`src/rtl/prpz_pkg.sv`:
```
// Shared types, constants and micro-op table for the point rotate/project/z-buffer block.
package prpz_pkg;

	localparam int SCREEN_WIDTH    = 160;
	localparam int SCREEN_HEIGHT   = 44;
	localparam int BACKGROUND_CHAR = 32;
	localparam int RECIP_FRAC_BITS = 24;

	localparam int CELLS   = SCREEN_WIDTH * SCREEN_HEIGHT;
	localparam int CELL_W  = $clog2(CELLS);
	localparam int DEPTH_W = 24;
	localparam logic [DEPTH_W-1:0] DEPTH_MAX = {DEPTH_W{1'b1}};

	localparam int TRIG_W   = 16;
	localparam int SCALE_W  = 8;
	localparam int CAM_W    = 11;
	localparam int POS_W    = 16;
	localparam int GLYPH_W  = 8;
	localparam int STATUS_W = 2;
	localparam int PADDR_W  = 5;
	localparam int REG_W    = 3;

	localparam int FRAC_SHIFT = 14;
	localparam int CAM_SHIFT  = 18;
	localparam int ONE_Q14    = 1 << FRAC_SHIFT;

	// datapath widths
	localparam int M_W    = 20;
	localparam int ROT_W  = 40;
	localparam int ACC_W  = 48;
	localparam int OPA_W  = 40;
	localparam int OPB_W  = 18;
	localparam int PROD_W = OPA_W + OPB_W;

	// divider
	localparam int MAX_DIM  = (SCREEN_WIDTH > SCREEN_HEIGHT) ? SCREEN_WIDTH : SCREEN_HEIGHT;
	localparam int PQ_BITS  = $clog2(MAX_DIM);
	localparam int DIV_QMAX = (RECIP_FRAC_BITS > PQ_BITS) ? RECIP_FRAC_BITS : PQ_BITS;
	localparam int DIV_NW   = $clog2(DIV_QMAX + 1);
	localparam int DIV_DW   = 64;
	localparam int DVS_W    = ROT_W - 1;
	localparam logic [DIV_DW-1:0] KEY_NUM = DIV_DW'(1) << (RECIP_FRAC_BITS + CAM_SHIFT);
	localparam int PL_W     = PQ_BITS + 3;

	localparam int UOP_COUNT = 26;
	localparam int STEP_W    = $clog2(UOP_COUNT);

	typedef enum logic [REG_W-1:0] {
		REG_SINE_A, REG_COSINE_A, REG_SINE_B, REG_COSINE_B,
		REG_SINE_C, REG_COSINE_C, REG_SCALE, REG_CAM_DIST
	} reg_idx_t;

	typedef enum logic [STATUS_W-1:0] {
		STAT_DRAWN = 2'd0, STAT_HIDDEN = 2'd1, STAT_OFF = 2'd2, STAT_READ = 2'd3
	} status_t;

	typedef enum logic [3:0] {
		ST_CLEAR, ST_IDLE, ST_MUL, ST_DRAIN, ST_DIVK, ST_DIVX, ST_DIVY,
		ST_PLACE, ST_LOOK, ST_UPD, ST_RDRQ, ST_RDWB
	} state_t;

	typedef enum logic [1:0] {DIV_KEY, DIV_X, DIV_Y} div_sel_t;

	typedef enum logic [4:0] {
		A_SA, A_CA, A_SB, A_CB, A_SASB, A_CASB,
		A_M00, A_M01, A_M02, A_M10, A_M11, A_M12, A_M20, A_M21, A_M22,
		A_RX, A_RY
	} a_sel_t;

	typedef enum logic [3:0] {
		B_SB, B_CB, B_CC, B_SC, B_ONE, B_PX, B_PY, B_PZ, B_K1X2, B_K1
	} b_sel_t;

	typedef enum logic [3:0] {
		D_SASB, D_CASB, D_M00, D_M01, D_M02, D_M10, D_M11, D_M12,
		D_M20, D_M21, D_M22, D_RX, D_RY, D_RZ, D_NX, D_NY
	} dst_t;

	typedef enum logic [1:0] {OP_LOAD, OP_LNEG, OP_ADD, OP_LCAM} acc_op_t;

	typedef struct packed {
		a_sel_t  a_sel;
		b_sel_t  b_sel;
		logic    sh;
		acc_op_t op;
		dst_t    dst;
	} uop_t;

	typedef struct packed {
		logic signed [TRIG_W-1:0] sine_a;
		logic signed [TRIG_W-1:0] cosine_a;
		logic signed [TRIG_W-1:0] sine_b;
		logic signed [TRIG_W-1:0] cosine_b;
		logic signed [TRIG_W-1:0] sine_c;
		logic signed [TRIG_W-1:0] cosine_c;
		logic [SCALE_W-1:0]       scale;
		logic [CAM_W-1:0]         cam;
	} cfg_t;

	localparam cfg_t CFG_RESET = '{
		sine_a: 16'sd0, cosine_a: 16'sd16384, sine_b: 16'sd0, cosine_b: 16'sd16384,
		sine_c: 16'sd0, cosine_c: 16'sd16384, scale: 8'd40, cam: 11'd100
	};

	typedef struct packed {
		logic              capture;
		logic              mul_en;
		logic [STEP_W-1:0] step;
		logic              div_start;
		div_sel_t          div_sel;
		div_sel_t          div_wait;
		logic              place;
		logic              off;
		logic              upd;
		logic              rd_ci;
		logic              rd_wb;
		logic              clr_we;
		logic [CELL_W-1:0] clr_addr;
	} ctrl_cmd_t;

	typedef struct packed {
		logic rz_pos;
		logic div_done;
		logic on_screen;
	} dp_stat_t;

	function automatic uop_t mk(input a_sel_t a, input b_sel_t b, input logic sh,
		input acc_op_t op, input dst_t d);
		uop_t u;
		u.a_sel = a;
		u.b_sel = b;
		u.sh    = sh;
		u.op    = op;
		u.dst   = d;
		return u;
	endfunction

	// matrix build, then rotation, then projection numerators
	function automatic uop_t uop_at(input logic [STEP_W-1:0] step);
		uop_t u;
		case (step)
			5'd0:    u = mk(A_SA,   B_SB,   1'b1, OP_LOAD, D_SASB);
			5'd1:    u = mk(A_CA,   B_SB,   1'b1, OP_LOAD, D_CASB);
			5'd2:    u = mk(A_CB,   B_CC,   1'b1, OP_LOAD, D_M00);
			5'd3:    u = mk(A_SASB, B_CC,   1'b1, OP_LOAD, D_M01);
			5'd4:    u = mk(A_CA,   B_SC,   1'b1, OP_ADD,  D_M01);
			5'd5:    u = mk(A_CASB, B_CC,   1'b1, OP_LNEG, D_M02);
			5'd6:    u = mk(A_SA,   B_SC,   1'b1, OP_ADD,  D_M02);
			5'd7:    u = mk(A_CB,   B_SC,   1'b1, OP_LNEG, D_M10);
			5'd8:    u = mk(A_SASB, B_SC,   1'b1, OP_LNEG, D_M11);
			5'd9:    u = mk(A_CA,   B_CC,   1'b1, OP_ADD,  D_M11);
			5'd10:   u = mk(A_CASB, B_SC,   1'b1, OP_LOAD, D_M12);
			5'd11:   u = mk(A_SA,   B_CC,   1'b1, OP_ADD,  D_M12);
			5'd12:   u = mk(A_SB,   B_ONE,  1'b1, OP_LOAD, D_M20);
			5'd13:   u = mk(A_SA,   B_CB,   1'b1, OP_LNEG, D_M21);
			5'd14:   u = mk(A_CA,   B_CB,   1'b1, OP_LOAD, D_M22);
			5'd15:   u = mk(A_M00,  B_PX,   1'b0, OP_LOAD, D_RX);
			5'd16:   u = mk(A_M01,  B_PY,   1'b0, OP_ADD,  D_RX);
			5'd17:   u = mk(A_M02,  B_PZ,   1'b0, OP_ADD,  D_RX);
			5'd18:   u = mk(A_M10,  B_PX,   1'b0, OP_LOAD, D_RY);
			5'd19:   u = mk(A_M11,  B_PY,   1'b0, OP_ADD,  D_RY);
			5'd20:   u = mk(A_M12,  B_PZ,   1'b0, OP_ADD,  D_RY);
			5'd21:   u = mk(A_M20,  B_PX,   1'b0, OP_LCAM, D_RZ);
			5'd22:   u = mk(A_M21,  B_PY,   1'b0, OP_ADD,  D_RZ);
			5'd23:   u = mk(A_M22,  B_PZ,   1'b0, OP_ADD,  D_RZ);
			5'd24:   u = mk(A_RX,   B_K1X2, 1'b0, OP_LOAD, D_NX);
			5'd25:   u = mk(A_RY,   B_K1,   1'b0, OP_LOAD, D_NY);
			default: u = mk(A_SA,   B_SB,   1'b0, OP_LOAD, D_SASB);
		endcase
		return u;
	endfunction

endpackage

```
`src/rtl/prpz_ctrl.sv`:
```
// Controller: sequences store clearing, multiply steps, divisions and store access.
module prpz_ctrl import prpz_pkg::*; (
	input  logic      clk,
	input  logic      arst_n,
	input  logic      start,
	input  logic      mode,
	input  dp_stat_t  stat,
	output logic      busy,
	output ctrl_cmd_t cmd
);

	state_t            state_q, state_d;
	logic [STEP_W-1:0] step_q;
	logic [CELL_W-1:0] clr_q;

	always_ff @(posedge clk or negedge arst_n) begin
		if (!arst_n) begin
			state_q <= ST_CLEAR;
			step_q  <= '0;
			clr_q   <= '0;
		end else begin
			state_q <= state_d;
			if (state_q == ST_CLEAR) begin
				clr_q <= clr_q + 1'b1;
			end
			if (state_q == ST_MUL) begin
				step_q <= step_q + 1'b1;
			end else begin
				step_q <= '0;
			end
		end
	end

	always_comb begin
		state_d = state_q;
		case (state_q)
			ST_CLEAR: if (clr_q == CELL_W'(CELLS - 1)) state_d = ST_IDLE;
			ST_IDLE:  if (start) state_d = mode ? ST_RDRQ : ST_MUL;
			ST_MUL:   if (step_q == STEP_W'(UOP_COUNT - 1)) state_d = ST_DRAIN;
			ST_DRAIN: state_d = stat.rz_pos ? ST_DIVK : ST_IDLE;
			ST_DIVK:  if (stat.div_done) state_d = ST_DIVX;
			ST_DIVX:  if (stat.div_done) state_d = ST_DIVY;
			ST_DIVY:  if (stat.div_done) state_d = ST_PLACE;
			ST_PLACE: state_d = ST_LOOK;
			ST_LOOK:  state_d = stat.on_screen ? ST_UPD : ST_IDLE;
			ST_UPD:   state_d = ST_IDLE;
			ST_RDRQ:  state_d = ST_RDWB;
			ST_RDWB:  state_d = ST_IDLE;
			default:  state_d = ST_IDLE;
		endcase
	end

	always_comb begin
		cmd          = '0;
		cmd.step     = step_q;
		cmd.clr_addr = clr_q;
		cmd.div_sel  = DIV_KEY;
		cmd.div_wait = DIV_KEY;
		case (state_q)
			ST_CLEAR: cmd.clr_we  = 1'b1;
			ST_IDLE:  cmd.capture = start;
			ST_MUL:   cmd.mul_en  = 1'b1;
			ST_DRAIN: begin
				cmd.div_start = stat.rz_pos;
				cmd.off       = !stat.rz_pos;
			end
			ST_DIVK: begin
				cmd.div_start = stat.div_done;
				cmd.div_sel   = DIV_X;
			end
			ST_DIVX: begin
				cmd.div_wait  = DIV_X;
				cmd.div_start = stat.div_done;
				cmd.div_sel   = DIV_Y;
			end
			ST_DIVY:  cmd.div_wait = DIV_Y;
			ST_PLACE: cmd.place    = 1'b1;
			ST_LOOK:  cmd.off      = !stat.on_screen;
			ST_UPD:   cmd.upd      = 1'b1;
			ST_RDRQ:  cmd.rd_ci    = 1'b1;
			ST_RDWB:  cmd.rd_wb    = 1'b1;
			default:  ;
		endcase
	end

	assign busy = state_q != ST_IDLE;

	a_step_range: assert property (@(posedge clk) disable iff (!arst_n)
		(state_q == ST_MUL) |-> (step_q < STEP_W'(UOP_COUNT)))
		else $error("multiply step past end of table");

	a_clear_exit: assert property (@(posedge clk) disable iff (!arst_n)
		(state_q == ST_CLEAR) |=> (state_q == ST_CLEAR || state_q == ST_IDLE))
		else $error("clearing pass left early");

	a_one_action: assert property (@(posedge clk) disable iff (!arst_n)
		$onehot0({cmd.mul_en, cmd.div_start, cmd.clr_we, cmd.upd, cmd.rd_wb, cmd.capture}))
		else $error("conflicting datapath commands");

	a_one_result: assert property (@(posedge clk) disable iff (!arst_n)
		$onehot0({cmd.off, cmd.upd, cmd.rd_wb}))
		else $error("two results in one cycle");

endmodule

```
`config.mk`:
```
export PLATFORM = sky130hd
export DESIGN_NAME = prpz_ctrl
export DESIGN_NICKNAME = d
export VERILOG_FILES = /design/src/rtl/prpz_pkg.sv /design/src/rtl/prpz_ctrl.sv
export SDC_FILE = /design/constraint.sdc
export NUM_CORES = 1
export LEC_CHECK = 0
export CAP_MARGIN = 20
export CORE_UTILIZATION = 60
export DETAILED_ROUTE_END_ITERATION = 16
export DONT_BUFFER_PORTS = 1
export GPL_TIMING_DRIVEN = 1
export PLACE_DENSITY = 0.76
export SKIP_CTS_REPAIR_TIMING = 1
export SYNTH_ARGS = -nofsm -noshare
export SYNTH_HDL_FRONTEND = slang
export SYNTH_SLANG_ARGS = --single-unit
```
`constraint.sdc`:
```
create_clock -name clk -period 1.87 [get_ports clk]
set_input_delay 0.187 -clock clk [delete_from_list [all_inputs] [get_ports clk]]
set_output_delay 0.187 -clock clk [all_outputs]
set_load 0.01 [all_outputs]
```
Word level (Yosys, flattened, before mapping). Cells that the tools add are included.

Add/subtract/negate cells: 2. Multipliers: 0. Div/mod/pow operators: 0. $lt $le $gt $ge: 0. Equality and inequality tests: 20. Shifts and indexed selects: 0. Multiplexer cells: 22. Bitwise operators: 0. Reduce and logical (&&, ||, !) cells: 5.

Operators with widths (count): $pmux 4 s10 (1); $mux 4 (8); $eq 4x3->1 const B (4); $eq 4x4->1 const B (4); $add 13x1->13 const B (1); $eq 13x13->1 const B (1); $eq 4x2->1 const B (2); $ne 2x2->1 const B (4); $pmux 2 s2 (2); $mux 1 (7); $reduce_and 6->1 (1); $add 5x1->5 const B (1); $eq 5x5->1 const B (1); $mux 5 (1); $eq 4x1->1 const B (1); $logic_not 4->1 (1); $ne 2x1->1 const B (2); $ne 4x1->1 const B (1); $pmux 1 s2 (2); $mux 3 (1); $logic_not 1->1 (2); $reduce_or 2->1 (1).

Register bits: 22. Latch bits: 0. RAM bits: 0. Bits in read-only memories: 0. Bits of input ports: 7. Logic and storage cells: 52. Memories: 0.

Logic depth before layout (Yosys ltp). Gate-level depths: netlist of the first run.

Depth in word-level cells: 3. Depth in mapped cells: 6. Mapped depth without buffers: 4.

Worst setup path before layout of the first run. Ideal clock, no wire load.

Path kind: register -> register. From: reg state_q[1]. To: reg clr_q[1]. Library setup time: 0.125 ns. Arrival: 1.277 ns. Required time: 1.745 ns. Slack: 0.468 ns. Cell stages (with the launch flop): 5. Cell sequence: dfrtp_1 > buf_6 > nor4_4 > buf_6 > mux2_2.

Word-level cells in the longest chain between the ends: 1.

RTL lines: from (decl) (line prpz_ctrl.sv:12) `state_t state_q, state_d;`; from (signal assigned) (line prpz_ctrl.sv:22) `state_q <= state_d;`; $logic_not 4->1 (line prpz_ctrl.sv:23) `if (state_q == ST_CLEAR) begin`; to (signal assigned) (line prpz_ctrl.sv:24) `clr_q <= clr_q + 1'b1;`; to (decl) (line prpz_ctrl.sv:14) `logic [CELL_W-1:0] clr_q;`.

Every way passes these cells. A chain may end at the register's enable or synchronous reset.

==> results of run 1 <==
-- cells in the mapped netlist (all sizes together) (2+ instances only) --
master / n
dfrtp: 22
nor3: 4
nand2: 8
inv: 3
o2bb2ai: 2
nand2b: 4
buf: 6
nor3b: 2
and3: 4
nand4: 5
nand4b: 2
ha: 3
xnor2: 9
nor2: 18
xor2: 6
nand3: 9
a21oi: 5
-- area by class of cell --
class / count / area share
multi-input combinational: 93 / 0.485
sequential: 22 / 0.432
timing repair buffer: 5 / 0.0314
tap: 25 / 0.0245
clock buffer: 3 / 0.0176
inverter: 3 / 0.00882
-- where the power goes --
| part | switching, W | internal [W] | leakage, nW |
|---|---|---|---|
| Combinational | 0.000456 | 0.000331 | 0.261 |
| Clock | 0.000131 | 0.0000753 | 0.0138 |
| Sequential | 0.000234 | 0.000595 | 0.291 |
-- logic make-up (layout without fill, tap and decap cells) --
| kind of cell | count (synthesis) | after routing | share of synthesized area |
|---|---|---|---|
| flip-flops | 22 | 22 | 0.449 |
| XOR/XNOR | 15 | 15 | 0.107 |
| buffers and inverters | 9 | 11 | 0.0459 |
| multiplexers | 2 | 2 | 0.0173 |
| AND/OR/NAND/NOR | 61 | 61 | 0.285 |
| AO/OA/AOI/OAI | 12 | 12 | 0.0653 |
| adder cells (fa/ha/maj) | 3 | 3 | 0.0306 |
-- flip-flops by register name (all words and copies together) (netlist names) --
signal	flops
state_q	4
step_q	5
clr_q	13
-- worst paths after layout --
check | startpoint | to | slack (ns) | depth (start not counted)
worst min-delay path | stat[2] | state_q[2] | 0.1 | 2
worst max-delay path | state_q[1] | cmd[29] | 0.17 | 3
max in group asynchronous | arst_n | state_q[1] | 0.81 | 1
worst max register to register | state_q[2] | state_q[0] | 0.30 | 4
worst min register to register | clr_q[4] | clr_q[4] | 0.56 | 1
min in group asynchronous | arst_n | clr_q[8] | 0.45 | 1
-- through the flow --
stage	util	hold WS, ns	std cells	instance area, um2
floorplan	-	-0.109	124	1230
global placement	0.682	-0.108	147	1240
detailed placement	0.682	-0.108	147	1240
CTS	0.695	-0.457	150	1260
global route	0.701	0.0833	151	1280
finish	0.701	0.0973	151	1280
-- layer usage --
metal / wire length (um) / vias to the layer above / track usage
li1: - / 434 / -
met1: 1060 / 417 / 0.307
met2: 924 / 33 / 0.278
met3: 148 / 5 / 0.0808
met4: 44 / 0 / 0.126
met5: 0 / - / 0
==> summary.md, run 1 <==
| Metric | Value |
|---|---|
| Setup violations, final | `0` |
| Worst EP arrival | `1.51 ns` |
| Layout cells sized above 1 | `0.111` |
| Post-synth top area cell | `dfrtp_1` |
| Pwr/cell area | `1430 nW/um2` |
| Syn nets | `134` |
| Worst-Skew Late Latency | `0.30 ns` |
| CTS sink cnt | `22` |
| Max frequency | `589 MHz` |
| Setup crit end kind | `primary output` |
| IO Count | `39` |
| Total Power | `0.00182 W` |
| Min Tclk post-route | `1.70 ns` |
| TritonRoute pass-1 iters | `4` |
| Antenna viol nets, final | `0` |
| Worst path max stage delay | `0.50 ns` |
| Routed wire length | `2180 um` |
| Post-synthesis cell count | `124` |
| PnR worst setup slack | `0.171 ns` |
| Clock buffer depth | `2` |
| Htree depth | `1` |
| Commonest cells after routing, fill and taps aside | `21 x dfrtp_1, 17 x nor2_1, 9 x nand3_1, 9 x xnor2_1, 8 x nand2_1` |
| # fillers | `159` |
| Port buffer count | `0` |
| Sequential fraction of the synthesis area | `0.449` |
| Row count | `15` |
| Crit path buffers/inverters | `1` |
| #FFs+latches synth | `22` |
| Hold Path Class | `in -> reg` |
| Pin count of the biggest net entering global routing | `23` |
| Nets@finish | `138` |
| Syn Area/Cell | `9.89 um2` |
| Skew final | `0.00219 ns` |
| DRC viols | `0` |
| Vias in the first global route | `715` |
| Crit Path Max Fanout | `10` |
| Max_slew headroom | `0.387` |
| CTS tree | `yes` |
| Final Cycle Share | `0.909` |
| MaxCap Viol Count | `0` |
| Crit path kind | `reg -> out` |
| Initial Utilization | `0.674` |
| LEAKAGE | `0.566 nW` |
| Global-route wire length before repair | `3260 um` |
| Worst IR Drop VDD | `0.000912 V` |
| Initial DRC count | `6` |
| Via count | `889` |
| Synth warn | `0` |
| Worst Tran Pin Value | `0.917 ns` |
| Core area | `1820 um2` |
| Number of buffers created by CTS | `3` |
| Cell Area, Synth | `1230 um2` |
| Wire per inst | `14.4 um` |
| Post-synth ARST share | `1.00` |
| Post-synth top area share | `0.449` |
| Avg Vias per Cell | `5.89` |
| Grt ovf | `0` |
| CP max-delay cell | `dfrtp_2` |
| Worst Path Required | `1.68 ns` |
| DP Worst Slack | `0.272 ns` |
| Final hold viol count | `0` |
| Status | `completed` |
| RePlAce Congestion | `0.852` |
| Dpl hpwl | `1610 um` |
| Number of synthesized flops with an enable pin | `0` |
| Prevailing post-synth register cell | `dfrtp_1` |
| Setup tns final | `0 ns` |
| Die height | `47.2 um` |
| Crit-path cells | `or2b_1 -> nand2b_1 -> inv_1` |
| Initial antenna violation count | `0` |
| CP top delay family | `simple AND/OR/NAND/NOR gates` |
| Crit start category | `register` |
| Area Growth Syn to Fin | `4.08%` |
| Clock slew at reported path FFs | `0.11 ns` |
| Library cells used by synthesis | `34` |
| # diodes | `0` |
| Top post-synthesis cells by area | `dfrtp_1 45%, xnor2_1 6.4%, nor2_1 5.2%` |
| Root Buffer | `clkbuf_4` |
| Die width | `47.2 um` |
| Register area | `552 um2` |
| RSZ-0062 raised after global routing | `no` |
| Multi-input logic area | `619 um2` |
| Die area | `2230 um2` |
| Total GRT Usage | `0.216` |
| Final Max Tran Viols | `0` |
| Most common cell after layout, fill and taps aside | `dfrtp_1` |
(Power assumes the default switching activity.)
==> run 2: changes to the inputs <==
--- a/config.mk
+++ b/config.mk
@@ -10,8 +10,10 @@
 export DETAILED_ROUTE_END_ITERATION = 16
 export DONT_BUFFER_PORTS = 1
 export GPL_TIMING_DRIVEN = 1
-export PLACE_DENSITY = 0.76
+export PLACE_DENSITY = 0.72
+export REMOVE_ABC_BUFFERS = 1
 export SKIP_CTS_REPAIR_TIMING = 1
+export SLEW_MARGIN = 30
 export SYNTH_ARGS = -nofsm -noshare
 export SYNTH_HDL_FRONTEND = slang
 export SYNTH_SLANG_ARGS = --single-unit
==> run 2 against run 1 <==
Clock skew up 0.0076 ns. Sequential share of layout area fell by 1.9 points. Global-route usage up 1.6 points. Fmax decreased by 0.84%. Register-to-register slack improved by 0.05 ns. First-iteration DRC count is 83% higher. Sequential power down 0.5%. Clock power increased by 74%. Die area stayed put. Power grew 9.8%. Via count up 1.8%. Critical endpoint is now cmd[17].
==> summary.md, run 2 (same netlist as run 1, synthesis figures left out) <==
| Metric | Value |
|---|---|
| Status | `completed` |
| Total GRT Usage | `0.232 (+0.0163)` |
| Initial Utilization | `0.674 (unchanged)` |
| Crit start category | `register` |
| Final Cycle Share | `0.916 (+0.00773)` |
| Worst IR Drop VDD | `0.00120 V (+31%)` |
| CTS tree | `yes` |
| Max frequency | `584 MHz (-0.84%)` |
| Final hold viol count | `0 (unchanged)` |
| IO Count | `39 (unchanged)` |
| Crit-path cells | `buf_4 -> nand2_1 -> nor3_1 -> a21oi_1 -> nor2_1` |
| Reg2reg setup slack | `0.35 ns (+0.05 ns)` |
| Row count | `15 (unchanged)` |
| Worst Tran Pin Value | `0.414 ns (-0.503 ns)` |
| Global-route wire length before repair | `3520 um (+8.1%)` |
| Pin count of the biggest net entering global routing | `23 (unchanged)` |
| Crit path kind | `reg -> out` |
| Biggest register | `clr_q` |
| Grt ovf | `0 (unchanged)` |
| Min Tclk post-route | `1.71 ns (+0.0144 ns)` |
| Worst EP arrival | `1.53 ns (+0.02 ns)` |
| Initial antenna violation count | `0 (unchanged)` |
| Max reg flops | `13 (unchanged)` |
| Commonest cells after routing, fill and taps aside | `21 x dfrtp_1, 17 x nor2_1, 9 x nand3_1, 9 x xnor2_1, 8 x nand2_1` |
| Area Growth Syn to Fin | `8.78%` |
| Worst r2r dst | `state_q[0]` |
| Pwr/cell area | `1500 nW/um2 (+5.0%)` |
| Routed wire length | `2290 um (+5.3%)` |
| Vias in the first global route | `804 (+12%)` |
| Number of buffers created by CTS | `3 (unchanged)` |
| Avg Vias per Cell | `5.88 (-0.18%)` |
| Die area | `2230 um2 (unchanged)` |
| Skew final | `0.00979 ns (+0.00760 ns)` |
| # diodes | `0 (unchanged)` |
| Final Max Tran Viols | `0 (unchanged)` |
| Die height | `47.2 um (unchanged)` |
| CTS sink cnt | `22 (unchanged)` |
| Wire per inst | `14.9 um (+3.3%)` |
| # fillers | `150 (-5.7%)` |
| Clock buffer depth | `2 (unchanged)` |
| DRC viols | `0 (unchanged)` |
| Port buffer count | `0 (unchanged)` |
| Dpl hpwl | `1690 um (+4.9%)` |
| Hold Path Class | `in -> reg` |
| Most common cell after layout, fill and taps aside | `dfrtp_1` |
| Hold endpoint | `state_q[2]` |
| Setup tns final | `0 ns (unchanged)` |
| Via count | `905 (+1.8%)` |
| CP max-delay cell | `dfrtp_1` |
| Setup violations, final | `0 (unchanged)` |
| Worst Path Required | `1.68 ns (about the same)` |
| Crit path buffers/inverters | `1 (unchanged)` |
| Largest regs | `clr_q: 13 flops, step_q: 5 flops, state_q: 4 flops` |
| Clock slew at reported path FFs | `0.13 ns (+0.02 ns)` |
| WHS Path Cells | `2 (unchanged)` |
| Nets@finish | `140 (+1.4%)` |
| Core area | `1820 um2 (unchanged)` |
| Die width | `47.2 um (unchanged)` |
| RSZ-0062 raised after global routing | `no` |
| Max_slew headroom | `0.717 (+0.330)` |
| R2r worst-path depth | `4 (unchanged)` |
| Final Hold Slack | `0.0496 ns (-0.0477 ns)` |
| Min-delay src | `stat[2]` |
| Worst path max stage delay | `0.51 ns (about the same)` |
| Setup crit end kind | `primary output` |
| Initial DRC count | `11 (+5)` |
| MaxCap Viol Count | `0 (unchanged)` |
| Worst-Skew Late Latency | `0.31 ns (about the same)` |
| Antenna viol nets, final | `0 (unchanged)` |
| Layout cells sized above 1 | `0.132 (+0.0207)` |
| Worst r2r src | `clr_q[2]` |
| TritonRoute pass-1 iters | `4 (unchanged)` |
| RePlAce Congestion | `0.862 (+1.1%)` |
| Root Buffer | `clkbuf_4` |
| Crit Path Max Fanout | `8 (-2)` |
| Htree depth | `1 (unchanged)` |
| CP top delay family | `flip-flops` |
| LEAKAGE | `0.595 nW (+5.1%)` |
==> run 2: power by group <==
part | internal [W] | switching, W | leakage, nW
clock network | 0.000217 | 0.000144 | 0.0279
registers | 0.000595 | 0.000229 | 0.291
logic | 0.000349 | 0.000465 | 0.276
==> run 2: worst max-delay path by stage <==
stage,startpoint,cells after the start,endpoint
2_1_floorplan,state_q[0],4,clr_q[9]
3_3_place_gp,state_q[1],3,clr_q[1]
3_5_place_dp,state_q[1],5,clr_q[12]
4_1_cts,state_q[1],3,cmd[29]
5_1_grt,state_q[0],5,cmd[17]
6_report,state_q[0],5,cmd[17]
==> run 2: layout make-up <==
cell class	instances	area (um2)	area share
Multi-Input combinational cell	93	619	0.464
Tap cell	25	31.3	0.0235
Clock buffer	3	22.5	0.0169
Timing Repair Buffer	7	67.6	0.0507
Inverter	3	11.3	0.00844
Sequential cell	22	552	0.414
Clock inverter	1	30.0	0.0225
==> run 2: stage by stage <==
stage	power, W	area (um2)	utilization	cells	setup WS, ns
final	0.00200	1330	0.733	154	0.157
after global routing	0.00214	1330	0.733	154	0.0501
after CTS	0.00199	1300	0.715	152	0.0920
after detailed placement	0.00162	1250	0.687	148	0.341
after global placement	0.00160	1250	0.687	148	0.383
after floorplan	0.00139	1180	-	118	0.0555
==> run 2: per-layer routing <==
layer,vias up,track usage,wire (um)
met1,438,0.301,1080
met2,24,0.356,1090
met4,0,0.0971,19
met3,2,0.0808,103
li1,441,-,-
met5,-,0,0
==> run 3: changes to the inputs <==
==> constraint.sdc (replaced) <==
create_clock -name clk -period 2 [get_ports clk]
set_input_delay 0.2 -clock clk [delete_from_list [all_inputs] [get_ports clk]]
set_output_delay 0.2 -clock clk [all_outputs]
set_load 0.01 [all_outputs]
==> run 3 against run 2 <==
Via count down 5.4%. Cell count is 3.2% lower. First-iteration DRC count rose by 27%. Largest cell class unchanged.
==> summary.md, run 3 (same netlist as run 1, synthesis figures left out) <==
| Metric | Value |
|---|---|
| Vias in the first global route | `720 (-10%)` |
| Final Cycle Share | `0.919` |
| Initial antenna violation count | `0 (unchanged)` |
| Die area | `2230 um2 (unchanged)` |
| Largest regs | `clr_q: 13 flops, step_q: 5 flops, state_q: 4 flops` |
| Clk pwr share | `0.143 (-0.038)` |
| Setup tns final | `0 ns (unchanged)` |
| Hold Path Class | `in -> reg` |
| Wire per inst | `14.9 um (-0.12%)` |
| Worst Tran Pin Value | `0.959 ns (+0.545 ns)` |
| Comb pwr share | `0.372 (-0.035)` |
| Avg Vias per Cell | `5.74 (-2.2%)` |
| TritonRoute pass-1 iters | `4 (unchanged)` |
| Worst Path Required | `1.80 ns (+0.12 ns)` |
| Core area | `1820 um2 (unchanged)` |
| Commonest cells after routing, fill and taps aside | `22 x dfrtp_1, 17 x nor2_1, 9 x nand3_1, 9 x xnor2_1, 8 x nand2_1` |
| Worst IR Drop VDD | `0.000923 V (-23%)` |
| Min Tclk post-route | `1.84 ns` |
| Max_slew headroom | `0.359 (-0.358)` |
| RePlAce Congestion | `0.864 (+0.27%)` |
| Skew final | `0.00174 ns (-0.00805 ns)` |
| Worst EP arrival | `1.64 ns (+0.11 ns)` |
| Crit Path Max Fanout | `14 (+6)` |
| Number of buffers created by CTS | `3 (unchanged)` |
| Total GRT Usage | `0.214 (-0.0179)` |
| DRC viols | `0 (unchanged)` |
| Net switching power | `0.000764 W (-9.0%)` |
| Worst-Skew Late Latency | `0.30 ns (about the same)` |
| Die width | `47.2 um (unchanged)` |
| Multi-input logic area | `619 um2 (unchanged)` |
| Final Max Tran Viols | `0 (unchanged)` |
| Setup violations, final | `0 (unchanged)` |
| Routed wire length | `2220 um (-3.4%)` |
| Clock buffer depth | `2 (unchanged)` |
| PnR worst setup slack | `0.163 ns (+0.00638 ns)` |
| Sequential share of power | `0.486 (+0.074)` |
| Antenna viol nets, final | `0 (unchanged)` |
| Global-route wire length before repair | `3280 um (-6.9%)` |
| DP Worst Slack | `0.405 ns (+0.0641 ns)` |
| Total Power | `0.00170 W (-15%)` |
| Area Growth Syn to Fin | `3.26%` |
| Placed cell areas | `1220 um2 (-2.4%)` |
| Dpl cells | `144 (-2.7%)` |
| CTS sink cnt | `22 (unchanged)` |
| Initial Utilization | `0.674 (unchanged)` |
| IO Count | `39 (unchanged)` |
| Final Non-Filler Cells | `149 (-3.2%)` |
| Row count | `15 (unchanged)` |
| Status | `completed` |
| Setup crit end kind | `primary output` |
| Max frequency | `544 MHz` |
| Port buffer count | `0 (unchanged)` |
| Register area | `551 um2 (-0.23%)` |
| Pwr/cell area | `1340 nW/um2 (-10%)` |
| CTS tree | `yes` |
| Crit start category | `register` |
| Switching share of total power | `0.449 (+0.0290)` |
| Max reg flops | `13 (unchanged)` |
| Layout cells sized above 1 | `0.0887 (-0.0431)` |
| Final instance area | `1270 um2 (-5.1%)` |
| Clock slew at reported path FFs | `0.12 ns (about the same)` |
| RSZ-0062 raised after global routing | `no` |
| Dpl hpwl | `1640 um (-2.9%)` |
| Pin count of the biggest net entering global routing | `23 (unchanged)` |
| Grt ovf | `0 (unchanged)` |
| Biggest register | `clr_q` |
| Final hold viol count | `0 (unchanged)` |
| Internal | `0.000939 W (-19%)` |
| Nets@finish | `135 (-3.6%)` |
| LEAKAGE | `0.559 nW (-6.0%)` |
| Most common cell after layout, fill and taps aside | `dfrtp_1` |
| # fillers | `163 (+8.7%)` |
| Htree depth | `1 (unchanged)` |
| MaxCap Viol Count | `0 (unchanged)` |
| Root Buffer | `clkbuf_4` |
| # diodes | `0 (unchanged)` |
| Via count | `856 (-5.4%)` |
| Crit path kind | `reg -> out` |
| Initial DRC count | `14 (+3)` |
| Die height | `47.2 um (unchanged)` |
-- run 3: cell types whose count changed in the layout (fill, tap and decap cells not counted), sizes merged --
cell / previous run / this run
clkbuf: 3 / 4
bufinv: 1 / 0
buf: 6 / 1
-- run 3: worst max-delay path, stage by stage, from the launching register on --
cell     delay, ns
dfrtp_1       0.64
nand2_1       0.22
nor3_1        0.21
a21oi_1       0.06
nor2_1        0.21
-- run 3: metrics by stage --
stage           util  hold WS [ns]
4_1_cts        0.690        -0.440
2_1_floorplan      -       -0.0956
3_5_place_dp   0.670       -0.0948
3_3_place_gp   0.670       -0.0948
6_report       0.696        0.0683
5_1_grt        0.696        0.0500
-- run 3: power groups by stage --
stage	logic (W)	clock network, W	registers [W]
finish	0.000633	0.000243	0.000827
global placement	0.000609	0	0.000824
floorplan	0.000522	0	0.000776
global route	0.000710	0.000269	0.000855
detailed placement	0.000625	0	0.000836
CTS	0.000631	0.000250	0.000826
-- run 3: area by class of cell --
type                            count  area share
Timing Repair Buffer                2      0.0138
Clock buffer                        4      0.0287
Multi-Input combinational cell     93       0.489
Sequential cell                    22       0.435
Tap cell                           25      0.0247
Inverter                            3     0.00889
-- run 3: final timing paths --
kind / startpoint / to / slack [ns] / depth (start not counted)
hold / removal: stat[2] / state_q[2] / 0.07 / 2
setup / recovery: state_q[0] / cmd[17] / 0.16 / 4
max in group asynchronous: arst_n / clr_q[6] / 0.94 / 1
setup reg to reg: state_q[0] / clr_q[12] / 0.39 / 5
hold reg to reg: clr_q[12] / clr_q[12] / 0.58 / 1
min in group asynchronous: arst_n / state_q[3] / 0.48 / 1
-- run 3: metal layers --
layer  share of wire  vias up  routed length (um)  track usage
li1                -      425                   -            -
met1            0.47      402                1040        0.288
met2            0.46       25                1030        0.314
met3           0.055        4                 121       0.0808
met4           0.011        0                  25       0.0857
met5               0        -                   0            0
